[config.mk]
export PLATFORM = sky130hd
export DESIGN_NAME = c2p_prep
export DESIGN_NICKNAME = d
export VERILOG_FILES = /design/src/hw/rtl/c2p_pkg.sv /design/src/hw/rtl/c2p_prep.sv
export SDC_FILE = /design/constraint.sdc
export NUM_CORES = 1
export LEC_CHECK = 0
export BUFFER_PORTS_ARGS = -buffer_cell sky130_fd_sc_hd__buf_4
export CELL_PAD_IN_SITES_DETAIL_PLACEMENT = 0
export CELL_PAD_IN_SITES_GLOBAL_PLACEMENT = 2
export CORE_ASPECT_RATIO = 1.75
export CORE_MARGIN = 2
export CORE_UTILIZATION = 36
export CTS_CLUSTER_SIZE = 20
export DETAILED_ROUTE_END_ITERATION = 10
export PLACE_DENSITY_LB_ADDON = 0.25
export SETUP_SLACK_MARGIN = 0.05
export SYNTH_ARGS = -nofsm -noshare
export SYNTH_HDL_FRONTEND = slang
export SYNTH_SLANG_ARGS = --single-unit
export TNS_END_PERCENT = 30
[constraint.sdc]
create_clock -name clk -period 7.56 [get_ports clk]
set_input_delay 1.134 -clock clk [delete_from_list [all_inputs] [get_ports clk]]
set_output_delay 1.134 -clock clk [all_outputs]
set_load 0.05 [all_outputs]
[src/hw/rtl/c2p_pkg.sv]
// c2p_pkg: shared widths, constants, arctangent table and pipeline item type
// for the cartesian to polar converter. No dependencies.
`timescale 1ns / 1ps
`default_nettype none

package c2p_pkg;

  localparam int CORDIC_STAGES = 16;
  localparam int TABLE_LEN     = 24;
  localparam int CORDIC_EFF    = (CORDIC_STAGES > TABLE_LEN) ? TABLE_LEN : CORDIC_STAGES;
  localparam int SQRT_STEPS    = 16;
  localparam int NSTG          = (CORDIC_EFF > SQRT_STEPS) ? CORDIC_EFF : SQRT_STEPS;

  localparam int COORD_W    = 16;
  localparam int COORD_FRAC = 20;
  localparam int CW         = 40;
  localparam int AW         = 26;
  localparam int SUM_W      = 32;
  localparam int SQ_W       = 31;
  localparam int RW         = 34;
  localparam int RAD_W      = 16;
  localparam int ANG_W      = 16;
  localparam int QUAD_W     = 3;
  localparam int ANG_SHIFT  = 9;

  localparam logic signed [ANG_W-1:0] HALF_TURN    = 16'sd23040;
  localparam logic signed [ANG_W-1:0] QUARTER_TURN = 16'sd11520;
  localparam logic signed [AW-1:0]    ACC_QUARTER  = 26'sd5898240;
  localparam logic signed [AW:0]      ROUND_BIAS   = 27'sd256;

  typedef enum logic [QUAD_W-1:0] {
    QUAD_AXIS = 3'd0,
    QUAD_1    = 3'd1,
    QUAD_2    = 3'd2,
    QUAD_3    = 3'd3,
    QUAD_4    = 3'd4
  } quad_t;

  localparam logic signed [AW-1:0] ATAN_TAB [TABLE_LEN] = '{
    26'sd2949120, 26'sd1740967, 26'sd919879, 26'sd466945,
    26'sd234379,  26'sd117304,  26'sd58666,  26'sd29335,
    26'sd14668,   26'sd7334,    26'sd3667,   26'sd1833,
    26'sd917,     26'sd458,     26'sd229,    26'sd115,
    26'sd57,      26'sd29,      26'sd14,     26'sd7,
    26'sd4,       26'sd2,       26'sd1,      26'sd0
  };

  typedef struct packed {
    logic signed [CW-1:0]    cx;
    logic signed [CW-1:0]    cy;
    logic signed [AW-1:0]    acc;
    logic [RAD_W-1:0]        root;
    logic [SUM_W-1:0]        rem;
    quad_t                   quad;
    logic                    spec;
    logic signed [ANG_W-1:0] spec_ang;
  } item_t;

endpackage

`default_nettype wire

[src/hw/rtl/c2p_prep.sv]
// c2p_prep: front stages - quadrant, axis angles, pre-rotation, squares,
// then sum of squares. Depends on c2p_pkg.
`timescale 1ns / 1ps
`default_nettype none

module c2p_prep (
  input  wire logic                            clk,
  input  wire logic                            rst_n,
  input  wire logic                            vld_i,
  input  wire logic signed [c2p_pkg::COORD_W-1:0] x_i,
  input  wire logic signed [c2p_pkg::COORD_W-1:0] y_i,
  output logic                                 vld_o,
  output c2p_pkg::item_t                       item_o
);

  localparam int CW      = c2p_pkg::CW;
  localparam int COORD_W = c2p_pkg::COORD_W;
  localparam int FRAC    = c2p_pkg::COORD_FRAC;
  localparam int SQ_W    = c2p_pkg::SQ_W;
  localparam int SUM_W   = c2p_pkg::SUM_W;

  logic                     a_vld_r;
  c2p_pkg::item_t           a_item_r, a_item_nxt;
  logic [SQ_W-1:0]          xx_r, yy_r;
  logic signed [2*COORD_W-1:0] xx_nxt, yy_nxt;
  logic                     b_vld_r;
  c2p_pkg::item_t           b_item_r, b_item_nxt;
  logic signed [CW-1:0]     xs, ys;

  assign xx_nxt = x_i * x_i;
  assign yy_nxt = y_i * y_i;

  always_comb begin
    xs = {{(CW-COORD_W-FRAC){x_i[COORD_W-1]}}, x_i, {FRAC{1'b0}}};
    ys = {{(CW-COORD_W-FRAC){y_i[COORD_W-1]}}, y_i, {FRAC{1'b0}}};
    a_item_nxt      = '0;
    a_item_nxt.cx   = xs;
    a_item_nxt.cy   = ys;
    a_item_nxt.acc  = '0;
    if (xs[CW-1]) begin
      if (!ys[CW-1]) begin
        a_item_nxt.cx  = ys;
        a_item_nxt.cy  = -xs;
        a_item_nxt.acc = c2p_pkg::ACC_QUARTER;
      end else begin
        a_item_nxt.cx  = -ys;
        a_item_nxt.cy  = xs;
        a_item_nxt.acc = -c2p_pkg::ACC_QUARTER;
      end
    end
    if (x_i == '0 || y_i == '0) begin
      a_item_nxt.quad = c2p_pkg::QUAD_AXIS;
    end else if (!x_i[COORD_W-1]) begin
      a_item_nxt.quad = y_i[COORD_W-1] ? c2p_pkg::QUAD_4 : c2p_pkg::QUAD_1;
    end else begin
      a_item_nxt.quad = y_i[COORD_W-1] ? c2p_pkg::QUAD_3 : c2p_pkg::QUAD_2;
    end
    a_item_nxt.spec = (x_i == '0) || (y_i == '0);
    if (y_i == '0) begin
      a_item_nxt.spec_ang = x_i[COORD_W-1] ? c2p_pkg::HALF_TURN : '0;
    end else begin
      a_item_nxt.spec_ang = y_i[COORD_W-1] ? -c2p_pkg::QUARTER_TURN : c2p_pkg::QUARTER_TURN;
    end
  end

  always_comb begin
    b_item_nxt      = a_item_r;
    b_item_nxt.root = '0;
    b_item_nxt.rem  = SUM_W'(xx_r) + SUM_W'(yy_r);
  end

  always_ff @(posedge clk) begin
    if (!rst_n) begin
      a_vld_r <= 1'b0;
      b_vld_r <= 1'b0;
    end else begin
      a_vld_r <= vld_i;
      b_vld_r <= a_vld_r;
    end
  end

  always_ff @(posedge clk) begin
    a_item_r <= a_item_nxt;
    xx_r     <= xx_nxt[SQ_W-1:0];
    yy_r     <= yy_nxt[SQ_W-1:0];
    b_item_r <= b_item_nxt;
  end

  assign vld_o  = b_vld_r;
  assign item_o = b_item_r;

endmodule

`default_nettype wire

# --- Word-level counts from Yosys, hierarchy flattened ---
# Index checks and enable logic that the tools add are counted.
word_totals:
  register_bits: 348
  inputBits: 35
  out_inout_bits: 175
  elab_cells: 38
op_classes:
  n_addsub: 3
  n_mul: 2
  muxes: 8
  n_bitwise: 1
  reduce_logical: 5
ops:
  columns: ["operator", "count"]
  rows:
  - ["$mux W101", 2]
  - ["$neg A36 Y40", 2]
  - ["$mul A16 B16 Y31", 2]
  - ["$add A31 B31 Y32", 1]
  - ["$logic_not A16 Y1", 2]
  - ["$mux W16", 2]
  - ["$mux W15", 1]
  - ["$mux W3", 2]
  - ["$reduce_and A2 Y1", 1]
  - ["$reduce_or A2 Y1", 1]
  - ["$logic_or A1 B1 Y1", 1]
  - ["$mux W1", 1]
  - ["$not A1 Y1", 1]

# --- Logic depth before layout (Yosys ltp) ---
# Gate-level depths: netlist of run 1.
depth:
  ltp_word: 3
  ltp_mapped: 27
  mapped_depth_nobuf: 24

# --- Worst setup path before layout of run 1 ---
# Ideal clock, no wire load.
synth_path:
  kind: "input -> register"
  start: "in y_i[15] (netlist name)"
  end: "reg yy_r[29]"
  setup_ns: 0.072
  t_arrival_ns: 7.496
  t_required_ns: 7.488
  slack_ns: -0.008
  path_stages: 24
  n_path_buf: 3
  cell_sequence: "clkbuf_1 inv_1 clkbuf_1 clkbuf_1 nor2_1 fa_1 inv_1 fa_1 inv_1 fa_1 fa_1 fa_1 inv_1 fa_1 inv_1 ha_1 o21a_1 o21ai_0 o21bai_1 a21o_1 a221oi_1 o21bai_1 a21oi_1 xnor2_1"
synth_between:
  elab_chain_cells: 1
synth_lines:
  columns: ["item", "line", "text"]
  rows:
  - ["from (decl)", "c2p_prep.sv:11", "input wire logic signed [c2p_pkg::COORD_W-1:0] y_i,"]
  - ["$mul A16 B16 Y31", "c2p_prep.sv:31", "assign yy_nxt = y_i * y_i;"]
  - ["net yy_nxt[29]", "c2p_prep.sv:25", "logic signed [2*COORD_W-1:0] xx_nxt, yy_nxt;"]
  - ["to (signal assigned)", "c2p_prep.sv:85", "yy_r <= yy_nxt[SQ_W-1:0];"]
  - ["to (decl)", "c2p_prep.sv:24", "logic [SQ_W-1:0] xx_r, yy_r;"]
# The timed path passes the listed nets, and every way through them passes these cells.
# A chain may end at the register's enable or synchronous reset.

# --- Final worst setup path of run 1 ---
layout_path:
  start: "in x_i[3] (netlist name)"
  end: "reg xx_r[24]"
layout_between:
  elab_chain_cells: 1
layout_lines:
  columns: ["item", "line", "text"]
  rows:
  - ["from (decl)", "c2p_prep.sv:10", "input wire logic signed [c2p_pkg::COORD_W-1:0] x_i,"]
  - ["$mul A16 B16 Y31", "c2p_prep.sv:30", "assign xx_nxt = x_i * x_i;"]
  - ["net xx_nxt[24]", "c2p_prep.sv:25", null]
  - ["to (signal assigned)", "c2p_prep.sv:84", "xx_r <= xx_nxt[SQ_W-1:0];"]
  - ["to (decl)", "c2p_prep.sv:24", null]
# The timed path passes the listed nets, and every way through them passes these cells.

==> results of run 1 <==
-- layer usage --
layer | vias to the layer above | track usage [%] | part of all wire [%]
li1 | 7829 | - | -
met1 | 8435 | 22.5 | 37
met2 | 327 | 40.4 | 55
met3 | 94 | 2.62 | 3.2
met4 | 0 | 8.96 | 3.9
met5 | - | 0 | 0
-- flip-flops by register name (all words and copies together), names as in the netlist --
signal / cells
item_o: 84
a_item_r: 52
xx_r: 30
yy_r: 30
a_vld_r: 1
vld_o: 1
-- cell type report --
type	instances	area, um^2	area share, %
inverter	687	2580	9.57
clock inverter	15	158	0.585
tap	896	1120	4.16
timing repair buffer	201	1520	5.65
multi-input combinational	1632	17200	63.7
clock buffer	17	425	1.58
sequential	198	3960	14.7
-- placed cells by master (no fill, tap or decap), drive strengths merged, types with 4 or more instances in the layout --
master  instances
o21ai          42
o31ai          10
clkbuf         17
a31oi           5
a21o           34
xor2           30
clkinv         19
inv           682
or2             6
a211oi         10
a31o           11
xnor2         109
conb           81
dfxtp         198
nand3          17
and4            4
nand2b         15
nor2b           9
ha            210
nor2          164
nor3           20
o21a           13
and3            6
o21bai         10
nand4           4
and2           47
buf           201
mux2i           4
a21oi          93
nand2         178
a221oi          4
fa            459
-- worst paths after layout --
path	from	to	slack (ns)	depth (start not counted)
setup / recovery	x_i[3]	xx_r[24]	0.42	23
hold / removal	a_item_r[85]	item_o[85]	0.33	0
setup reg to reg	xx_r[5]	item_o[51]	4.19	10
hold reg to reg	a_item_r[85]	item_o[85]	0.33	0
-- Yosys cell counts, drive strengths merged (4+ instances only) --
master / instances
a211oi: 10
a21o: 34
a21oi: 93
a221oi: 4
a31o: 11
a31oi: 5
and2: 47
and3: 6
and4: 4
buf: 97
clkbuf: 62
clkinv: 12
dfxtp: 198
fa: 459
ha: 210
inv: 675
mux2i: 4
nand2: 178
nand2b: 15
nand3: 17
nand4: 4
nor2: 164
nor2b: 9
nor3: 20
o21a: 13
o21ai: 42
o21bai: 10
o31ai: 10
or2: 6
xnor2: 109
xor2: 30
-- metrics by stage --
stage / worst slack, ns / cells / utilization (%)
global placement: -0.0459 / 3614 / 39.2
global route: 0.129 / 3646 / 40.1
floorplan: 0.0599 / 2676 / -
finish: 0.420 / 3646 / 40.1
CTS: 0.461 / 3646 / 40.1
detailed placement: -0.0537 / 3614 / 39.2
-- critical path, cell delays in order --
cell	delay (ns)
buf_4	0.20
clkinv_1	0.12
buf_4	0.19
nor2_1	0.24
ha_1	0.31
xor2_1	0.21
fa_1	0.46
fa_1	0.51
inv_1	0.05
fa_1	0.46
fa_1	0.55
inv_1	0.06
fa_1	0.54
inv_1	0.05
ha_1	0.35
a21o_1	0.18
a21oi_1	0.47
buf_4	0.22
a21boi_0	0.41
o21ai_0	0.20
a31o_2	0.29
a21oi_1	0.19
xnor2_1	0.16
-- kinds of logic after synthesis --
kind of cell | synth area share, %
xor+xnor | 5.00
other cells | 0.0154
simple gates | 8.65
fa+ha+maj | 48.5
flops | 16.3
mux | 0.303
compound gates | 6.78
buf+inv | 14.4
==> impl_metrics.ini, run 1 <==
[outcome]
status = finished, final reports clean

[global_route]
grt_pass1_wl_um = 109000
grt_max_degree = 41
grt_overflow = 0
grt_pass1_vias = 19100
antenna_found_initial = 0
grt_usage_pct = 20.9

[synthesis]
synth_top_area_share_pct = 37.7
syn_avg_cell_area_um2 = 9.38
yosysTopAreaCell = fa_1
syn_area_um2 = 24300
syn_inst = 2596
synth_ff_type = dfxtp_1
yosysSeqAreaShare_pct = 16.3
synth_edf_count = 0
synth_area_leaders = fa_1, dfxtp_1, ha_1
ys_types = 59
ys_ff_latch = 198
yosysWarnings = 0
async_reset_ff_share_pct = 0

[timing]
setup_tns_ns = 0
tightest_slew_ns = 1.02
period_minus_slack_ns = 7.14
relSlewSlack_pct = 31.6
finalSetupViolations = 0
rsz0062_at_grt = false
post-route-period-util_pct = 94.4
clock_skew_ns = 0.0131
hold_viol = 0
fmax_ghz = 0.140
hold_slack_ns = 0.325
finalMaxSlewViolations = 0

[drt]
via_per_inst = 4.58
dr.pass1.iters = 4
drt-initial-drc-count = 595
vias = 16685
final_antenna_net_count = 0
wl_per_cell_um = 18.8
wl_um = 68600
drcViolationCount = 0

[clock_tree]
cts_buffers = 17
clkLatencyLatePin_ns = 0.50
root_buffer = clkbuf_16
cts.reportedPaths.clkPinSlew_ns = 0.08
post-cts-setup-buffers = 0
cts.htree.levels = 4
hold_buffers = 0
cts.sinks = 198
postCtsResizedCells = 0
cts_buffer_depth = 2
cts_tree = yes

[die]
top_level_ports = 210
core_area_um2 = 67200
die_h_um = 348
die_w_um = 201
initial_core_util_pct = 36.3
die_area_um2 = 69800
rows = 126

[flow_run]
drv_cap = 0

[setup_path]
cp-start-kind = input pin
arrival_ns = 7.56
required_ns = 7.98
critPathKind = input pin to flip-flop
worstSetupEndpointType = flip-flop
path_max_fanout = 11

[place]
portBuffers = 128
gp_congestion = 0.830
place_hpwl_um = 58600
placed_cell_area_um2 = 26400

[finish]
diodes = 0
drive_gt1_share_pct = 9.27
syn_to_final_growth_pct = 10.6
design_area_um2 = 26900
nets = 3441
fillers = 6913

[worst_hold_path]
hp-class = flip-flop to flip-flop
Power of run 1 is left out: the tool's default activity adds up to more than one toggle a clock period on the data nets, which glitch-free logic cannot reach.
==> inputs of run 2 (changes only) <==
ABC_AREA = 1   (was not set)
CORE_UTILIZATION = 34   (was 36)
==> run 2 against run 1 <==
Effect of this change: area after synthesis rose by 9.6%; routed wire length rose by 14%; first-iteration DRC count rose by 23%; clock-buffer cell count rose by 1; largest cell class unchanged; clock skew rose by 0.0021 ns; utilization fell by 2.9 points.
==> impl_metrics.ini, run 2 <==
[die]
die_h_um = 375
top_level_ports = 210
core_area_um2 = 77500
initial_core_util_pct = 34.4
die_w_um = 216
rows = 135
die_area_um2 = 80800

[synthesis]
ys_types = 48
synth_top_area_share_pct = 34.4
syn_avg_cell_area_um2 = 7.99
yosysTopAreaCell = fa_1
syn_area_um2 = 26700
async_reset_ff_share_pct = 0
synthSimpleGateAreaFrac_pct = 16.3
yosysWarnings = 0
syn_inst = 3341
synth_top_family_by_area = adder cells
synth.mux.area_fraction_pct = 0.0750
synth_ff_type = dfxtp_1
ys_ff_latch = 198
synth-xor-area-share_pct = 2.46
synth_area_leaders = fa_1, dfxtp_1, inv_1
synth_edf_count = 0
yosysSeqAreaShare_pct = 14.9
synth-compound-area-share_pct = 4.87
yosysMostFrequentCell = inv_1
synthTopCellsByCount = inv_1, nand2_1, fa_1, ha_1, dfxtp_1
synth_fa_ha_area_share_pct = 44.3

[place]
portBuffers = 128
place_hpwl_um = 67400
pre_cts_slack_ns = 0.575
gp_congestion = 0.889

[global_route]
grt_overflow = 0
antenna_found_initial = 2
grt_pass1_wl_um = 125000
grt_max_degree = 30
grt_pass1_vias = 22933
grt_usage_pct = 20.3

[worst_hold_path]
worstHoldStart = a_item_r[13]
hold_end = item_o[13]
whs_path_depth = 0
hp-class = flip-flop to flip-flop

[timing]
finalSetupViolations = 0
tightest_slew_ns = 1.12
finalMaxSlewViolations = 0
fin_ws_ns = 1.12
clock_skew_ns = 0.0152
relSlewSlack_pct = 24.9
period_minus_slack_ns = 6.44
hold_viol = 0
fmax_ghz = 0.155
post-route-period-util_pct = 85.1
setup_tns_ns = 0
rsz0062_at_grt = false

[clock_tree]
post-cts-setup-buffers = 0
root_buffer = clkbuf_16
cts_buffers = 17
postCtsResizedCells = 0
clkLatencyLatePin_ns = 0.51
cts_buffer_depth = 2
hold_buffers = 0
cts.htree.levels = 4
cts.sinks = 198
cts_tree = yes
cts.reportedPaths.clkPinSlew_ns = 0.08

[drt]
final_antenna_net_count = 0
dr.pass1.iters = 5
drcViolationCount = 0
drt-initial-drc-count = 733
wl_per_cell_um = 17.6
vias = 20192
wl_um = 78100
via_per_inst = 4.54

[setup_path]
r2r-start = yy_r[2]
critPathKind = input pin to flip-flop
worstRegToRegCells = 13
arrival_ns = 6.90
required_ns = 8.02
cp-start-kind = input pin
r2r_end = item_o[50]
r2r_slack_ns = 5.32
worstSetupEndpointType = flip-flop
path_max_fanout = 24

[outcome]
status = finished, final reports clean

[finish]
final_cell_mix = inv_1, nand2_1, fa_1
fillers = 8191
nets = 4111
syn_to_final_growth_pct = 8.10
final_common_cell = inv_1
largest_reg_flops = 84
drive_gt1_share_pct = 6.29

[flow_run]
drv_cap = 0
run 2: changes by cell type in the layout (fill, tap and decap cells not counted), moves of 12 or more:
cell	before	now
a21o_1	34	5
and2_1	47	1
buf_4	200	137
inv_1	674	937
nand2_1	178	682
nand2b_1	15	1
nand3_1	17	108
nand4_1	4	36
o21a_1	13	1
o21ai_0	40	86
xnor2_1	109	20
xor2_1	30	55
run 2: through the flow:
stage / area (um^2) / util [%] / hold slack (ns) / std cells
floorplan: 27000 / - / 0.310 / 3421
global placement: 28300 / 36.4 / 0.310 / 4415
detailed placement: 28300 / 36.4 / 0.312 / 4415
CTS: 28800 / 37.2 / 0.327 / 4446
global route: 28800 / 37.2 / 0.334 / 4446
finish: 28800 / 37.2 / 0.321 / 4449
run 2: cells by family (layout without fill, tap and decap cells):
family,after synthesis,in the layout
xor gates and xnor gates,75,75
adders and majority gates,669,669
DFF,198,198
and+or+nand+nor,1047,1047
muxes,2,2
buffers and inverters,1114,1112
other,1,84
AOI/OAI and AO/OA,235,235
run 2: layout make-up:
cell class / instances / area (um^2) / share of cell area [%]
Timing Repair Buffer: 137 / 1030 / 3.57
Sequential cell: 198 / 3960 / 13.7
Tap cell: 1027 / 1280 / 4.45
Inverter: 944 / 3550 / 12.3
Clock buffer: 18 / 429 / 1.49
Antenna cell: 3 / 7.51 / 0.0260
Clock inverter: 13 / 155 / 0.538
Multi-Input combinational cell: 2109 / 18400 / 63.9
run 2: worst max-delay path by stage:
stage / start / end / slack (ns) / cells after the start
after floorplan: x_i[15] / xx_r[26] / 1.09 / 23
after global placement: x_i[15] / xx_r[30] / 0.53 / 24
after detailed placement: x_i[1] / xx_r[30] / 0.57 / 22
after CTS: x_i[1] / xx_r[30] / 1.11 / 22
after global routing: x_i[15] / xx_r[30] / 0.64 / 24
final: x_i[15] / xx_r[26] / 1.12 / 23
run 2: worst max-delay path: stages:
cell	delay, ns
buf_4	0.27
nand2_1	0.18
inv_1	0.12
fa_1	0.56
fa_1	0.89
inv_1	0.19
fa_1	0.52
fa_1	0.49
inv_1	0.05
fa_1	0.53
inv_1	0.06
fa_1	0.53
inv_1	0.04
ha_1	0.38
nand2_1	0.13
nor2_2	0.18
nand2_1	0.07
clkinv_1	0.06
nand3_1	0.05
or2_1	0.26
nand3_1	0.09
nand2_1	0.05
nand2_1	0.05
run 2: metal layers:
metal	vias to the layer above	wire length, um	GRT usage (%)
met2	396	43100	39.9
li1	9730	-	-
met3	117	2210	2.35
met1	9949	29000	21.1
met4	0	3690	9.77
met5	-	0	0
Power of run 2 is left out for the same reason.
==> inputs of run 3 (changes only) <==
BUFFER_PORTS_ARGS = -buffer_cell sky130_fd_sc_hd__buf_2   (was -buffer_cell sky130_fd_sc_hd__buf_4)
==> run 3 against run 2 <==
Effect of this change: routed wire length rose by 0.28%; register-to-register slack improved by 0.08 ns; clock skew fell by 0.0063 ns; clock-buffer cell count is the same; sequential share of layout area increased by 0.096 points; design area fell by 0.69%; largest cell class unchanged; highest routed layer unchanged; sequential cell count stayed put; hold slack improved by 0.0083 ns.
==> impl_metrics.ini, run 3 (same netlist as run 2, synthesis figures left out) <==
[die]
die_w_um = 216
top_level_ports = 210
rows = 135
core_area_um2 = 77500
die_area_um2 = 80800
initial_core_util_pct = 34.4
die_h_um = 375

[timing]
hold_slack_ns = 0.329
fin_ws_ns = 0.918
finalSetupViolations = 0
tightest_slew_ns = 1.01
finalMaxSlewViolations = 0
rsz0062_at_grt = false
fmax_ghz = 0.151
clock_skew_ns = 0.00887
relSlewSlack_pct = 32.1
period_minus_slack_ns = 6.64
setup_tns_ns = 0
hold_viol = 0
post-route-period-util_pct = 87.9

[finish]
drive_gt1_share_pct = 6.65
register_area_um2 = 3960
fillers = 8299
nets = 4123
syn_to_final_growth_pct = 7.35
final_cell_mix = inv_1, nand2_1, fa_1
final_common_cell = inv_1
multiInputGateArea_um2 = 18400
largest_reg_flops = 84

[place]
portBuffers = 128
gp_congestion = 0.882
pre_cts_slack_ns = 0.280
place_hpwl_um = 68300

[worst_hold_path]
hold_end = item_o[13]
whs_path_depth = 0
hp-class = flip-flop to flip-flop
worstHoldStart = a_item_r[13]

[global_route]
grt_overflow = 0
grt_pass1_wl_um = 125000
grt_usage_pct = 20.3
grt_max_degree = 28
antenna_found_initial = 8
grt_pass1_vias = 22898

[drt]
final_antenna_net_count = 0
wl_um = 78300
wl_per_cell_um = 17.6
drt-initial-drc-count = 680
dr.pass1.iters = 4
via_per_inst = 4.54
dr_wl_met3_um = 2230
vias = 20235
dr_wl_met2_um = 44600
drcViolationCount = 0
wl_met1_um = 28600
routed.top_layer = met4

[setup_path]
worstSetupEndpointType = flip-flop
worstRegToRegCells = 13
r2r_end = item_o[50]
arrival_ns = 7.01
required_ns = 7.93
path_max_fanout = 20
critPathKind = input pin to flip-flop
r2r_slack_ns = 5.40
r2r-start = xx_r[2]
cp-start-kind = input pin

[clock_tree]
hold_buffers = 0
post-cts-setup-buffers = 0
cts_buffers = 17
postCtsResizedCells = 0
cts_tree = yes
cts.sinks = 198
cts.htree.levels = 4
cts_buffer_depth = 2
clkLatencyLatePin_ns = 0.50
cts.reportedPaths.clkPinSlew_ns = 0.08
root_buffer = clkbuf_16

[outcome]
status = finished, final reports clean

[flow_run]
drv_cap = 0
run 3: per-layer routing:
layer,track usage [%],up-vias
li1,-,9748
met1,20.6,9976
met2,41.3,409
met3,2.14,102
met4,8.21,0
met5,0,-
run 3: metrics by stage:
step	cell area [um^2]	instances	util [%]
final	28600	4460	37.0
after global routing	28600	4459	36.9
after floorplan	27000	3421	-
after CTS	28600	4458	36.9
after global placement	28000	4427	36.1
after detailed placement	28000	4427	36.1
run 3: critical path: stages:
cell     delay, ns
buf_2         0.44
nand2_1       0.19
fa_1          0.61
inv_1         0.07
fa_1          0.54
buf_4         0.19
inv_1         0.11
fa_1          0.51
fa_1          0.49
inv_1         0.05
fa_1          0.53
inv_1         0.05
fa_1          0.54
inv_1         0.05
ha_1          0.38
nand2_1       0.12
nor2_1        0.19
nand2_1       0.12
nor3_1        0.27
nand2_1       0.16
nand3_1       0.11
nand2_1       0.12
run 3: area by class of cell:
| type | instances | area share, % |
|---|---|---|
| multi-input combinational | 2109 | 64.3 |
| sequential | 198 | 13.8 |
| inverter | 944 | 12.4 |
| tap | 1027 | 4.49 |
| timing repair buffer | 149 | 2.79 |
| clock buffer | 18 | 1.53 |
| clock inverter | 13 | 0.620 |
| antenna | 2 | 0.0175 |
run 3: worst max-delay path by stage:
stage / slack [ns] / endpoint / startpoint
floorplan: 1.09 / xx_r[26] / x_i[15]
global placement: 0.32 / xx_r[28] / x_i[4]
global route: 0.55 / xx_r[28] / x_i[4]
finish: 0.92 / xx_r[28] / x_i[4]
CTS: 0.83 / xx_r[28] / x_i[4]
detailed placement: 0.28 / xx_r[28] / x_i[4]
Power of run 3 is left out for the same reason.
