[src/hw/rtl/c2p_pkg.sv]
// c2p_pkg: shared widths, constants, arctangent table and pipeline item type
// for the cartesian to polar converter. No dependencies.
`timescale 1ns / 1ps
`default_nettype none

package c2p_pkg;

  localparam int CORDIC_STAGES = 16;
  localparam int TABLE_LEN     = 24;
  localparam int CORDIC_EFF    = (CORDIC_STAGES > TABLE_LEN) ? TABLE_LEN : CORDIC_STAGES;
  localparam int SQRT_STEPS    = 16;
  localparam int NSTG          = (CORDIC_EFF > SQRT_STEPS) ? CORDIC_EFF : SQRT_STEPS;

  localparam int COORD_W    = 16;
  localparam int COORD_FRAC = 20;
  localparam int CW         = 40;
  localparam int AW         = 26;
  localparam int SUM_W      = 32;
  localparam int SQ_W       = 31;
  localparam int RW         = 34;
  localparam int RAD_W      = 16;
  localparam int ANG_W      = 16;
  localparam int QUAD_W     = 3;
  localparam int ANG_SHIFT  = 9;

  localparam logic signed [ANG_W-1:0] HALF_TURN    = 16'sd23040;
  localparam logic signed [ANG_W-1:0] QUARTER_TURN = 16'sd11520;
  localparam logic signed [AW-1:0]    ACC_QUARTER  = 26'sd5898240;
  localparam logic signed [AW:0]      ROUND_BIAS   = 27'sd256;

  typedef enum logic [QUAD_W-1:0] {
    QUAD_AXIS = 3'd0,
    QUAD_1    = 3'd1,
    QUAD_2    = 3'd2,
    QUAD_3    = 3'd3,
    QUAD_4    = 3'd4
  } quad_t;

  localparam logic signed [AW-1:0] ATAN_TAB [TABLE_LEN] = '{
    26'sd2949120, 26'sd1740967, 26'sd919879, 26'sd466945,
    26'sd234379,  26'sd117304,  26'sd58666,  26'sd29335,
    26'sd14668,   26'sd7334,    26'sd3667,   26'sd1833,
    26'sd917,     26'sd458,     26'sd229,    26'sd115,
    26'sd57,      26'sd29,      26'sd14,     26'sd7,
    26'sd4,       26'sd2,       26'sd1,      26'sd0
  };

  typedef struct packed {
    logic signed [CW-1:0]    cx;
    logic signed [CW-1:0]    cy;
    logic signed [AW-1:0]    acc;
    logic [RAD_W-1:0]        root;
    logic [SUM_W-1:0]        rem;
    quad_t                   quad;
    logic                    spec;
    logic signed [ANG_W-1:0] spec_ang;
  } item_t;

endpackage

`default_nettype wire

[src/hw/rtl/c2p_final.sv]
// c2p_final: output stage - angle rounding and clamp, axis override,
// radius rounding, registered result with strobe. Depends on c2p_pkg.
`timescale 1ns / 1ps
`default_nettype none

module c2p_final (
  input  wire logic                         clk,
  input  wire logic                         rst_n,
  input  wire logic                         vld_i,
  input  c2p_pkg::item_t                    item_i,
  output logic                              out_valid,
  output logic [c2p_pkg::QUAD_W-1:0]        out_quadrant_code,
  output logic [c2p_pkg::RAD_W-1:0]         out_radius,
  output logic signed [c2p_pkg::ANG_W-1:0]  out_angle
);

  localparam int AW    = c2p_pkg::AW;
  localparam int ANG_W = c2p_pkg::ANG_W;
  localparam int RAD_W = c2p_pkg::RAD_W;
  localparam int SUM_W = c2p_pkg::SUM_W;

  logic signed [AW:0]        biased, shifted;
  logic signed [AW:0]        half_ext;
  logic signed [ANG_W-1:0]   ang_nxt;
  logic [RAD_W-1:0]          rad_nxt;
  logic                      valid_r;
  logic [c2p_pkg::QUAD_W-1:0] quad_r;
  logic [RAD_W-1:0]          rad_r;
  logic signed [ANG_W-1:0]   ang_r;

  always_comb begin
    biased   = {item_i.acc[AW-1], item_i.acc} + c2p_pkg::ROUND_BIAS;
    shifted  = biased >>> c2p_pkg::ANG_SHIFT;
    half_ext = {{(AW+1-ANG_W){1'b0}}, c2p_pkg::HALF_TURN};
    if (shifted > half_ext) begin
      ang_nxt = c2p_pkg::HALF_TURN;
    end else if (shifted < -half_ext) begin
      ang_nxt = -c2p_pkg::HALF_TURN;
    end else begin
      ang_nxt = shifted[ANG_W-1:0];
    end
    if (item_i.spec) begin
      ang_nxt = item_i.spec_ang;
    end
    rad_nxt = item_i.root;
    if (item_i.rem > {{(SUM_W-RAD_W){1'b0}}, item_i.root}) begin
      rad_nxt = item_i.root + RAD_W'(1);
    end
  end

  always_ff @(posedge clk) begin
    if (!rst_n) begin
      valid_r <= 1'b0;
    end else begin
      valid_r <= vld_i;
    end
  end

  always_ff @(posedge clk) begin
    quad_r <= item_i.quad;
    rad_r  <= rad_nxt;
    ang_r  <= ang_nxt;
  end

  assign out_valid         = valid_r;
  assign out_quadrant_code = quad_r;
  assign out_radius        = rad_r;
  assign out_angle         = ang_r;

endmodule

`default_nettype wire
[config.mk]
export PLATFORM = sky130hd
export DESIGN_NAME = c2p_final
export DESIGN_NICKNAME = d
export VERILOG_FILES = /design/src/hw/rtl/c2p_pkg.sv /design/src/hw/rtl/c2p_final.sv
export SDC_FILE = /design/constraint.sdc
export NUM_CORES = 1
export LEC_CHECK = 0
export BUFFER_PORTS_ARGS = -buffer_cell sky130_fd_sc_hd__buf_2
export CORE_AREA = 2 2 83 85
export DETAILED_ROUTE_END_ITERATION = 10
export DIE_AREA = 0 0 85 87
export HOLD_SLACK_MARGIN = 0.06
export PLACE_DENSITY = 0.86
export SLEW_MARGIN = 20
export SYNTH_ARGS = -nofsm -noshare
export SYNTH_HDL_FRONTEND = slang
export SYNTH_SLANG_ARGS = --single-unit
[constraint.sdc]
create_clock -name clk -period 5.8 [get_ports clk]
set_clock_uncertainty 0.1 [all_clocks]
set_input_delay 1.16 -clock clk [delete_from_list [all_inputs] [get_ports clk]]
set_output_delay 1.16 -clock clk [all_outputs]
set_load 0.02 [all_outputs]
# Yosys cells after proc, flatten, opt, wreduce, memory -nomap -nowiden
# Cells that the tools add are included.
# word_totals
ff_bits,36
inputBits,177
output_inout_bits,36
wordCells,13
# op_classes
n_addsub,2
n_lt_le_gt_ge,3
n_mux,4
# ops
op,n
$mux 16,4
$gt 32x16->1,1
$add 26x10->27 const B,1
$gt 18x16->1 const B,1
$lt 18x16->1 const B,1
$add 16x1->16 const B,1

# Longest topological paths before layout
# Gate-level depths: netlist (run 1).
# depth
word_depth,5
depth_mapped,10
ltp_nobuf,9

# Worst setup path before layout (run 1)
# No wires, ideal clock.
# synth_path
path_type,input-to-reg
start,input port item_i[67] (netlist name)
end,register rad_r[11] (netlist: out_radius[11])
setup_ps,118
arrival_ps,3083
required_ps,5582
slack_ps,2499
stages,9
path_buffers,1
path_cell_list,inv_1 > ha_1 > nand3_1 > or3_1 > a211o_1 > a211oi_1 > clkbuf_1 > nand4_1 > xnor2_1
# synth_between
elab_chain_cells,2
# synth_lines
element,line,source
from (decl),c2p_final.sv:10,"input c2p_pkg::item_t item_i,"
$gt 32x16->1,c2p_final.sv:46,"if (item_i.rem > {{(SUM_W-RAD_W){1'b0}}, item_i.root}) begin"
$mux 16,c2p_final.sv:46,
named net rad_nxt[11],c2p_final.sv:25,logic [RAD_W-1:0] rad_nxt;
to (signal assigned),c2p_final.sv:61,rad_r <= rad_nxt;
to (decl),c2p_final.sv:28,logic [RAD_W-1:0] rad_r;
# The timed path passes the listed nets, and every way through them passes these cells.
# A chain may end at the register's enable or synchronous reset.

# Worst setup path in the final report (run 1)
# layout_path
start,input port item_i[76] (netlist name)
end,register ang_r[11] (netlist: out_angle[11])
# layout_between
elab_chain_cells,5
elab_cells_between_ends,6
classes_between,add/sub (1); order compare (2); mux (3)
# layout_lines
element,line,source
$add 26x10->27 *,c2p_final.sv:32,"biased = {item_i.acc[AW-1], item_i.acc} + c2p_pkg::ROUND_BIAS;"
$lt 18x16->1,c2p_final.sv:37,end else if (shifted < -half_ext) begin
$mux 16,c2p_final.sv:37,
$mux 16 *,c2p_final.sv:35,if (shifted > half_ext) begin
$mux 16 *,c2p_final.sv:42,if (item_i.spec) begin
named net ang_nxt[11],c2p_final.sv:24,logic signed [ANG_W-1:0] ang_nxt;
to (signal assigned),c2p_final.sv:62,ang_r <= ang_nxt;
to (decl),c2p_final.sv:29,logic signed [ANG_W-1:0] ang_r;
# Mark *: on every way through the listed nets, which the timed path passes. The rest lies on a longest branch.

==> results of run 1 <==
[final timing paths]
kind / startpoint / endpoint / slack (ps)
setup / recovery: item_i[76] / out_angle[11] / 2100
hold / removal: item_i[19] / out_quadrant_code[2] / 880
[logic make-up (layout without fill, tap and decap cells)]
family	Yosys count	count (layout)
flops	36	36
fa+ha+maj	18	18
mux	4	4
simple gates	110	110
xor+xnor	27	27
buf+inv	34	154
other cells	0	1
compound gates	54	54
[worst max-delay path, stage by stage]
cell and delay (ps):
buf_2 130, ha_1 290, and4_4 190, or4_1 490
a2111oi_0 420, a211oi_1 120, o2bb2ai_2 670, nor2_1 130
o22a_1 180
[power breakdown]
part | internal, mW | switching [mW]
logic | 0.0715 | 0.105
clock network | 0.0838 | 0.0958
registers | 0.267 | 0.00465
[area by class of cell]
type,count,area (um2),area share [%]
clock buffers,5,68.82,2.174
inverters,21,78.83,2.490
diodes,1,2.502,0.07905
well taps,80,100.1,3.162
clock inverters,3,18.77,0.5929
flip-flops and latches,36,720.7,22.77
multi-input cells,213,1548,48.89
repair buffers,125,628.1,19.84
[Yosys cell counts (all sizes together) (3+ instances only)]
| master | number |
|---|---|
| dfxtp | 36 |
| ha | 18 |
| nor2 | 16 |
| o22a | 3 |
| o31ai | 11 |
| and2 | 5 |
| a211oi | 3 |
| or3 | 3 |
| inv | 21 |
| a21oi | 8 |
| nand2 | 29 |
| xor2 | 6 |
| nand3 | 18 |
| buf | 8 |
| and3 | 5 |
| o21ai | 8 |
| clkbuf | 5 |
| nor4 | 9 |
| nand4 | 15 |
| nor3 | 3 |
| a2111oi | 4 |
| xnor2 | 21 |
[routing by layer]
| metal | up-vias | share of wire [%] | track usage [%] |
|---|---|---|---|
| li1 | 1270 | - | - |
| met1 | 1130 | 47 | 24.24 |
| met2 | 122 | 42 | 27.91 |
| met3 | 8 | 8.9 | 5.024 |
| met4 | 0 | 1.5 | 6.494 |
| met5 | - | 0 | 0 |
[sequential cells by signal, summed over array words and instances, names as in the netlist]
register	flops
out_radius	16
out_angle	16
out_quadrant_code	3
out_valid	1
==> flow_summary_export.csv, run 1 <==
group,metric,value,unit
status,run_status,"complete, no violations",
timing,worst_slew_margin_relative_to_its_limit,44.54,%
timing,holdWs,877.7,ps
clock_tree,cts_inserted_buffers,5,
cells_and_area,most_frequent_standard_cell_in_the_layout_excluding_fill_and_tap_cells,"buf_2",
yosys,synth_edf_count,0,
critical_path,worstSetupPathType,"in -> reg",
route,drc,0,
placed_design,gp_routability_congestion,0.8322,
timing,final-max-slew-violation-count,0,
min_path,hold_depth,1,
timing,report.final.hold_viol_count,0,
yosys,synthesis.area,2424,um2
clock_tree,cts_root_buffer,"clkbuf_8",
global_routing,grt_util_all_layers,18.11,%
pwr,worst_ir_drop_vdd,99.04,uV
yosys,mappedNetlistNets,478,
timing,tightest_slew,831.9,ps
pwr,p_leak,1.476,nW
yosys,netlist.top_cell.by_area,"dfxtp_1",
clock_tree,ctsHoldBuffers,0,
pwr,p_per_area,198.3,nW/um2
flow_run,timing.max_cap.violations,0,
yosys,netlist_top_cells_area,"dfxtp_1 (30%), ha_1 (9.3%), xnor2_1 (7.6%), nand2_1 (4.5%), nand3_1 (3.5%)",
yosys,synth_top_family_by_area,"simple AND/OR/NAND/NOR gates",
clock_tree,clock_tree.htree_level_count,2,
critical_path,critPathMaxFanout,15,
yosys,fraction_of_the_mapped_netlist_area_in_compound_gates,18.74,%
die,floorplan.initialDensity,36.90,%
route,routed_wl,6.766,mm
timing,fin_ws,2098,ps
clock_tree,ctsLongestPathBuffers,2,
timing,setup_total_negative_slack,0,ps
min_path,hp-class,"in -> reg",
cells_and_area,finalNetCount,597,
global_routing,grt_pass1_vias,2365,
cells_and_area,postLayoutCellArea,3166,um2
yosys,synth.yosys.seq_area_share,29.74,%
critical_path,worstSetupEndpointType,"flop",
die,design.die.area,7395,um2
route,average_via_count_per_standard_cell,5.227,
die,core.rowCount,30,
global_routing,antenna_violations_before_repair,1,
cells_and_area,final_cell_mix,"buf_2 (124), dfxtp_1 (36), nand2_1 (29), inv_1 (21), xnor2_1 (21)",
placed_design,port_buffers,124,
cells_and_area,proportion_of_layout_cells_with_a_drive_suffix_above_1,37.47,%
global_routing,globalRouteOverflowTotal,0,
timing,grt_setup_unrepaired,"no",
cells_and_area,nFillCells,643,
placed_design,dpl-instance-area,3075,um2
route,detail_route.first_pass.iterations,4,
clock_tree,cts.repair.resized,0,
pwr,totalPowerFinal,627.8,uW
cells_and_area,instances_no_fill,484,
route,final_antenna_net_count,0,
global_routing,maximum_number_of_pins_on_one_net_before_global_route_repair,16,
yosys,yosys.area_share.simple,24.32,%
yosys,synth.mux.area_fraction,1.755,%
die,die_h,87,um
global_routing,grt_first_pass_wirelength,10.75,mm
critical_path,critical_path_required,5890,ps
cells_and_area,area_growth_syn_to_layout,30.61,%
timing,finalSetupViolCount,0,
route,drt_first_iter_violations,90,
clock_tree,cts_tree,"yes",
yosys,syn-mean-instance-area,8.564,um2
route,routed-via-count,2530,
yosys,synthXorXnorAreaFrac,9.757,%
clock_tree,clkSlewWorstSetupHoldPaths,90,ps
yosys,synthDistinctLibCells,51,
die,core,6569,um2
yosys,ys_ff_latch,36,
yosys,synthCells,283,
yosys,postSynth.topFlopCell,"dfxtp_1",
timing,finalWorstPathRequiredPeriod,3702,ps
yosys,synth.top_cell.area_share,29.74,%
die,chipWidth,85,um
placed_design,pre_cts_ws,1757,ps
timing,max_freq,270.1,MHz
cells_and_area,finish.utilization,48.19,%
clock_tree,numClockSinks,36,
clock_tree,buffers_inserted_by_post_cts_timing_repair,0,
yosys,proportion_of_synthesized_flip_flops_having_asynchronous_set_or_reset,0,%
placed_design,detailed_place_hpwl,5.643,mm
yosys,synth_fa_ha_area_share,9.293,%
route,routed_wire_per_std_cell,13.98,um
yosys,yosysWarningCount,0,
timing,period_share,63.82,%
critical_path,arrival,3790,ps
die,ios,213,
placed_design,placedCellCount,475,
critical_path,timing.critical_path.from_type,"input port",
No activity file was read; power rests on OpenSTA's default activity.
==> inputs of run 2 (changes only) <==
--- a/config.mk
+++ b/config.mk
@@ -6,11 +6,10 @@
 export NUM_CORES = 1
 export LEC_CHECK = 0
 export BUFFER_PORTS_ARGS = -buffer_cell sky130_fd_sc_hd__buf_2
-export CORE_AREA = 2 2 83 85
+export CORE_UTILIZATION = 38
 export DETAILED_ROUTE_END_ITERATION = 10
-export DIE_AREA = 0 0 85 87
 export HOLD_SLACK_MARGIN = 0.06
-export PLACE_DENSITY = 0.86
+export PLACE_DENSITY = 0.87
 export SLEW_MARGIN = 20
 export SYNTH_ARGS = -nofsm -noshare
 export SYNTH_HDL_FRONTEND = slang
==> constraint.sdc (replaced) <==
create_clock -name clk -period 3.7 [get_ports clk]
set_clock_uncertainty 0.1 [all_clocks]
set_input_delay 0.74 -clock clk [delete_from_list [all_inputs] [get_ports clk]]
set_output_delay 0.74 -clock clk [all_outputs]
set_load 0.02 [all_outputs]
==> run 2 against run 1 <==
Net effect:
- critical path depth unchanged
- die area fell by 9.4%
- highest routed layer unchanged
- sequential share of layout area down 0.081 points
- utilization rose by 4.5 points
- design area increased by 0.36%
==> flow_summary_export.csv, run 2 (synthesis gave the netlist of run 1 again) <==
group,metric,value,unit
status,run_status,"complete, no violations",
timing,period_share,85.66,%
timing,holdWs,462.1,ps
clock_tree,cts_root_buffer,"clkbuf_8",
critical_path,cpMaxStageDelayCell,"a21oi_2",
clock_tree,clock_tree.htree_level_count,2,
pwr,worst_ir_drop_vdd,244.2,uV
route,routed_wl,6.529,mm
die,chipWidth,81.86,um
clock_tree,clkSlewWorstSetupHoldPaths,70,ps
pwr,p_leak,1.489,nW
cells_and_area,most_frequent_standard_cell_in_the_layout_excluding_fill_and_tap_cells,"buf_2",
global_routing,grt_pass1_vias,2365,
cells_and_area,instances_no_fill,480,
die,core.rowCount,28,
timing,report.final.hold_viol_count,0,
critical_path,timing.critical_path.from_type,"input port",
route,drt_first_iter_violations,128,
die,core,6026,um2
route,detail_route.first_pass.iterations,4,
flow_run,timing.max_cap.violations,0,
global_routing,antenna_violations_before_repair,0,
min_path,hp-class,"in -> reg",
placed_design,placedCellCount,472,
placed_design,detailed_place_hpwl,5.425,mm
timing,final-max-slew-violation-count,0,
global_routing,grt_util_all_layers,19.73,%
cells_and_area,finish.utilization,52.72,%
route,average_via_count_per_standard_cell,5.246,
critical_path,critical_path_required,3730,ps
route,routed_wire_per_std_cell,13.60,um
cells_and_area,multiInputGateArea,1548,um2
global_routing,grt_first_pass_wirelength,10.23,mm
route,routed-via-count,2518,
clock_tree,ctsLongestPathBuffers,2,
critical_path,worstSetupEndpointType,"flop",
die,ios,213,
pwr,p_per_area,311.8,nW/um2
cells_and_area,finalNetCount,599,
cells_and_area,area_growth_syn_to_layout,31.08,%
placed_design,port_buffers,124,
timing,finalWorstPathRequiredPeriod,3170,ps
timing,tightest_slew,867.2,ps
timing,worst_slew_margin_relative_to_its_limit,42.19,%
clock_tree,cts_inserted_buffers,5,
clock_tree,numClockSinks,36,
cells_and_area,final_cell_mix,"buf_2 (124), dfxtp_1 (36), nand2_1 (29), inv_1 (21), xnor2_1 (21)",
route,final_antenna_net_count,0,
critical_path,arrival,3200,ps
placed_design,gp_routability_congestion,0.8752,
clock_tree,buffers_inserted_by_post_cts_timing_repair,0,
global_routing,globalRouteOverflowTotal,0,
cells_and_area,nFillCells,587,
critical_path,slowest_cell_delay_on_critical_path,690,ps
critical_path,critPathMaxFanout,15,
timing,finalSetupViolCount,0,
cells_and_area,sequential_cell_area,720.7,um2
global_routing,maximum_number_of_pins_on_one_net_before_global_route_repair,16,
timing,grt_setup_unrepaired,"no",
clock_tree,ctsHoldBuffers,0,
die,design.die.area,6701,um2
cells_and_area,proportion_of_layout_cells_with_a_drive_suffix_above_1,37.78,%
clock_tree,cts_tree,"yes",
clock_tree,cts.repair.resized,0,
critical_path,worstSetupPathType,"in -> reg",
die,floorplan.initialDensity,40.22,%
timing,setup_total_negative_slack,0,ps
critical_path,critical_path.cell_chain,"buf_2, ha_1, nand4_2, or3_4, or3_1, nand2_1, a2111oi_4, a21oi_2, o31ai_1",
timing,max_freq,315.5,MHz
cells_and_area,diodes,0,
die,die_h,81.86,um
route,drc,0,
run 2: changes by cell type in the layout (fill, tap and decap cells not counted):
| cell | previous run | this run |
|---|---|---|
| diode_2 | 1 | 0 |
| clkbuf_8 | 5 | 6 |
| buf_4 | 1 | 3 |
| clkinv_4 | 1 | 0 |
run 2: critical path: cells and delay by family:
kind / cells / cell delay, ps
and+or+nand+nor: 4 / 1100
AOI/OAI and AO/OA: 3 / 930
adders and majority gates: 1 / 290
buffers and inverters: 1 / 140
run 2: power by group:
group	internal (mW)	switching (mW)	total (mW)
sequential	0.419	0.00696	0.426
combinational	0.113	0.164	0.277
clock	0.149	0.139	0.288
run 2: per-layer routing:
layer  global-route usage (%)  share of wire (%)  wire length (um)
met5                        0                  0                 0
met4                    4.737               0.52                34
met3                    4.333                8.6               562
met2                    31.98                 44              2895
met1                    26.28                 47              3037
run 2: layout make-up:
cell class	count	area share, %
Timing Repair Buffer	127	20.24
Clock inverter	2	0.3151
Inverter	21	2.481
Multi-Input combinational cell	213	48.72
Tap cell	75	2.954
Clock buffer	6	2.599
Sequential cell	36	22.69
run 2: final timing paths:
kind | start | to | slack, ps | depth (start not counted)
worst max-delay path | item_i[76] | out_angle[3] | 530 | 9
worst min-delay path | item_i[18] | out_quadrant_code[1] | 460 | 1
run 2: metrics by stage:
step                      area, um2  setup WS (ps)  total power [mW]
final                          3177          530.4            0.9905
after global routing           3177          405.2             1.051
after CTS                      3177          595.6             1.003
after detailed placement       3084          293.6            0.7111
after global placement         3084          321.9            0.7038
after floorplan                2424          818.5            0.5996
==> inputs of run 3 (changes only) <==
--- a/config.mk
+++ b/config.mk
@@ -9,7 +9,7 @@
 export CORE_UTILIZATION = 38
 export DETAILED_ROUTE_END_ITERATION = 10
 export HOLD_SLACK_MARGIN = 0.06
-export PLACE_DENSITY = 0.87
+export PLACE_DENSITY = 0.81
 export SLEW_MARGIN = 20
 export SYNTH_ARGS = -nofsm -noshare
 export SYNTH_HDL_FRONTEND = slang
==> run 3 against run 2 <==
Net effect:
- sequential share of layout area decreased by 0.41 points
- global-route usage decreased by 0.39 points
- wire length is 1.7% lower
- count of clock-buffer cells in the layout down 1
- die area unchanged
- hold slack worse by 5.2 ps
- sequential power is essentially flat
- design area increased by 1.9%
- cell count is 0.21% lower
- clock power increased by 68%
- critical path depth unchanged
==> flow_summary_export.csv, run 3 (synthesis gave the netlist of run 1 again) <==
group,metric,value,unit
pwr,sw_frac_of_total,26.73,%
cells_and_area,final_cell_mix,"buf_2 (124), dfxtp_1 (36), nand2_1 (29), inv_1 (21), xnor2_1 (21)",
die,design.die.area,6701,um2
timing,holdWs,456.9,ps
die,floorplan.initialDensity,40.22,%
route,detailroute.wirelength.met2,2.739,mm
cells_and_area,finalNetCount,598,
global_routing,grt_util_all_layers,19.34,%
critical_path,critical_path_required,3730,ps
timing,period_share,84.90,%
die,die_h,81.86,um
route,routed-via-count,2464,
timing,finalWorstPathRequiredPeriod,3141,ps
pwr,power.switching,317.0,uW
die,ios,213,
timing,tightest_slew,821.9,ps
pwr,p_leak,1.511,nW
clock_tree,numClockSinks,36,
critical_path,cp.buffers_inverters,1,
critical_path,cpMaxStageDelayCell,"a21oi_2",
global_routing,grt_first_pass_wirelength,9.970,mm
cells_and_area,sequential_cell_area,720.7,um2
cells_and_area,instances_no_fill,479,
critical_path,path_delay_family,"simple AND/OR/NAND/NOR gates",
placed_design,placedCellCount,471,
clock_tree,ctsHoldBuffers,0,
route,detail_route.first_pass.iterations,4,
critical_path,arrival,3170,ps
clock_tree,buffers_inserted_by_post_cts_timing_repair,0,
route,wl_met1,3.105,mm
timing,worst_slew_margin_relative_to_its_limit,45.21,%
timing,grt_setup_unrepaired,"no",
critical_path,critPathMaxFanout,15,
timing,max_freq,318.4,MHz
clock_tree,cts_root_buffer,"clkbuf_8",
pwr,internal_power,868.9,uW
die,core.rowCount,28,
global_routing,maximum_number_of_pins_on_one_net_before_global_route_repair,16,
route,final_antenna_net_count,0,
die,core,6026,um2
cells_and_area,proportion_of_layout_cells_with_a_drive_suffix_above_1,37.62,%
pwr,power_frac_comb,23.2,%
min_path,hp-class,"in -> reg",
critical_path,critical_path.cell_chain,"buf_2, ha_1, nand4_2, or3_4, or3_1, nand2_1, a2111oi_4, a21oi_2, o31ai_1",
route,routed_wl,6.415,mm
critical_path,worstSetupPathType,"in -> reg",
route,routed_wire_per_std_cell,13.39,um
status,run_status,"complete, no violations",
route,highest-signal-layer,"met4",
cells_and_area,diodes,0,
cells_and_area,most_frequent_standard_cell_in_the_layout_excluding_fill_and_tap_cells,"buf_2",
pwr,power.clock.fraction,40.8,%
timing,setup_total_negative_slack,0,ps
global_routing,antenna_violations_before_repair,0,
route,drc,0,
cells_and_area,nFillCells,590,
clock_tree,cts.repair.resized,0,
critical_path,timing.critical_path.from_type,"input port",
global_routing,grt_pass1_vias,2227,
placed_design,detailed_place_hpwl,5.297,mm
pwr,totalPowerFinal,1.186,mW
timing,report.final.hold_viol_count,0,
placed_design,port_buffers,124,
critical_path,worstSetupEndpointType,"flop",
clock_tree,clock_tree.htree_level_count,2,
cells_and_area,multiInputGateArea,1548,um2
timing,finalSetupViolCount,0,
pwr,p_per_area,366.5,nW/um2
placed_design,gp_routability_congestion,0.8403,
route,average_via_count_per_standard_cell,5.144,
clock_tree,cts_inserted_buffers,5,
pwr,share_seq_of_total_power,35.9,%
global_routing,globalRouteOverflowTotal,0,
route,met3_wirelength,531,um
clock_tree,clkSlewWorstSetupHoldPaths,70,ps
flow_run,timing.max_cap.violations,0,
clock_tree,cts_tree,"yes",
route,drt_first_iter_violations,95,
timing,final-max-slew-violation-count,0,
die,chipWidth,81.86,um
critical_path,slowest_cell_delay_on_critical_path,650,ps
pwr,worst_ir_drop_vdd,262.8,uV
cells_and_area,area_growth_syn_to_layout,33.51,%
clock_tree,ctsLongestPathBuffers,2,
[run 3: worst paths after layout]
path              startpoint  depth (start not counted)                    to
setup / recovery  item_i[76]                          9          out_angle[1]
hold / removal    item_i[19]                          1  out_quadrant_code[2]
[run 3: layer usage]
metal  global-route usage, %  vias to the layer above
met5                       0                        -
met4                   4.561                        0
met3                   4.444                        5
met2                   30.83                      112
met1                   26.14                     1077
li1                        -                     1270
[run 3: through the flow]
stage               worst slack, ps  area, um2  utilization (%)
global placement              316.7       3077            51.06
finish                        558.9       3236            53.70
global route                  377.0       3236            53.70
floorplan                     818.5       2424                -
CTS                           560.7       3236            53.70
detailed placement            267.4       3077            51.06
[run 3: final cells by class]
type,count,area share [%]
multi-input combinational,213,47.83
sequential,36,22.27
timing repair buffer,126,19.64
tap,75,2.900
clock inverter,3,2.784
inverter,21,2.436
clock buffer,5,2.127
[run 3: power groups by stage]
stage          logic [mW]  registers (mW)  clock network (mW)
3_3_place_gp        0.270           0.434                   0
2_1_floorplan       0.124           0.476                   0
3_5_place_dp        0.277           0.435                   0
4_1_cts             0.278           0.426               0.496
6_report            0.276           0.426               0.484
5_1_grt             0.304           0.430               0.514
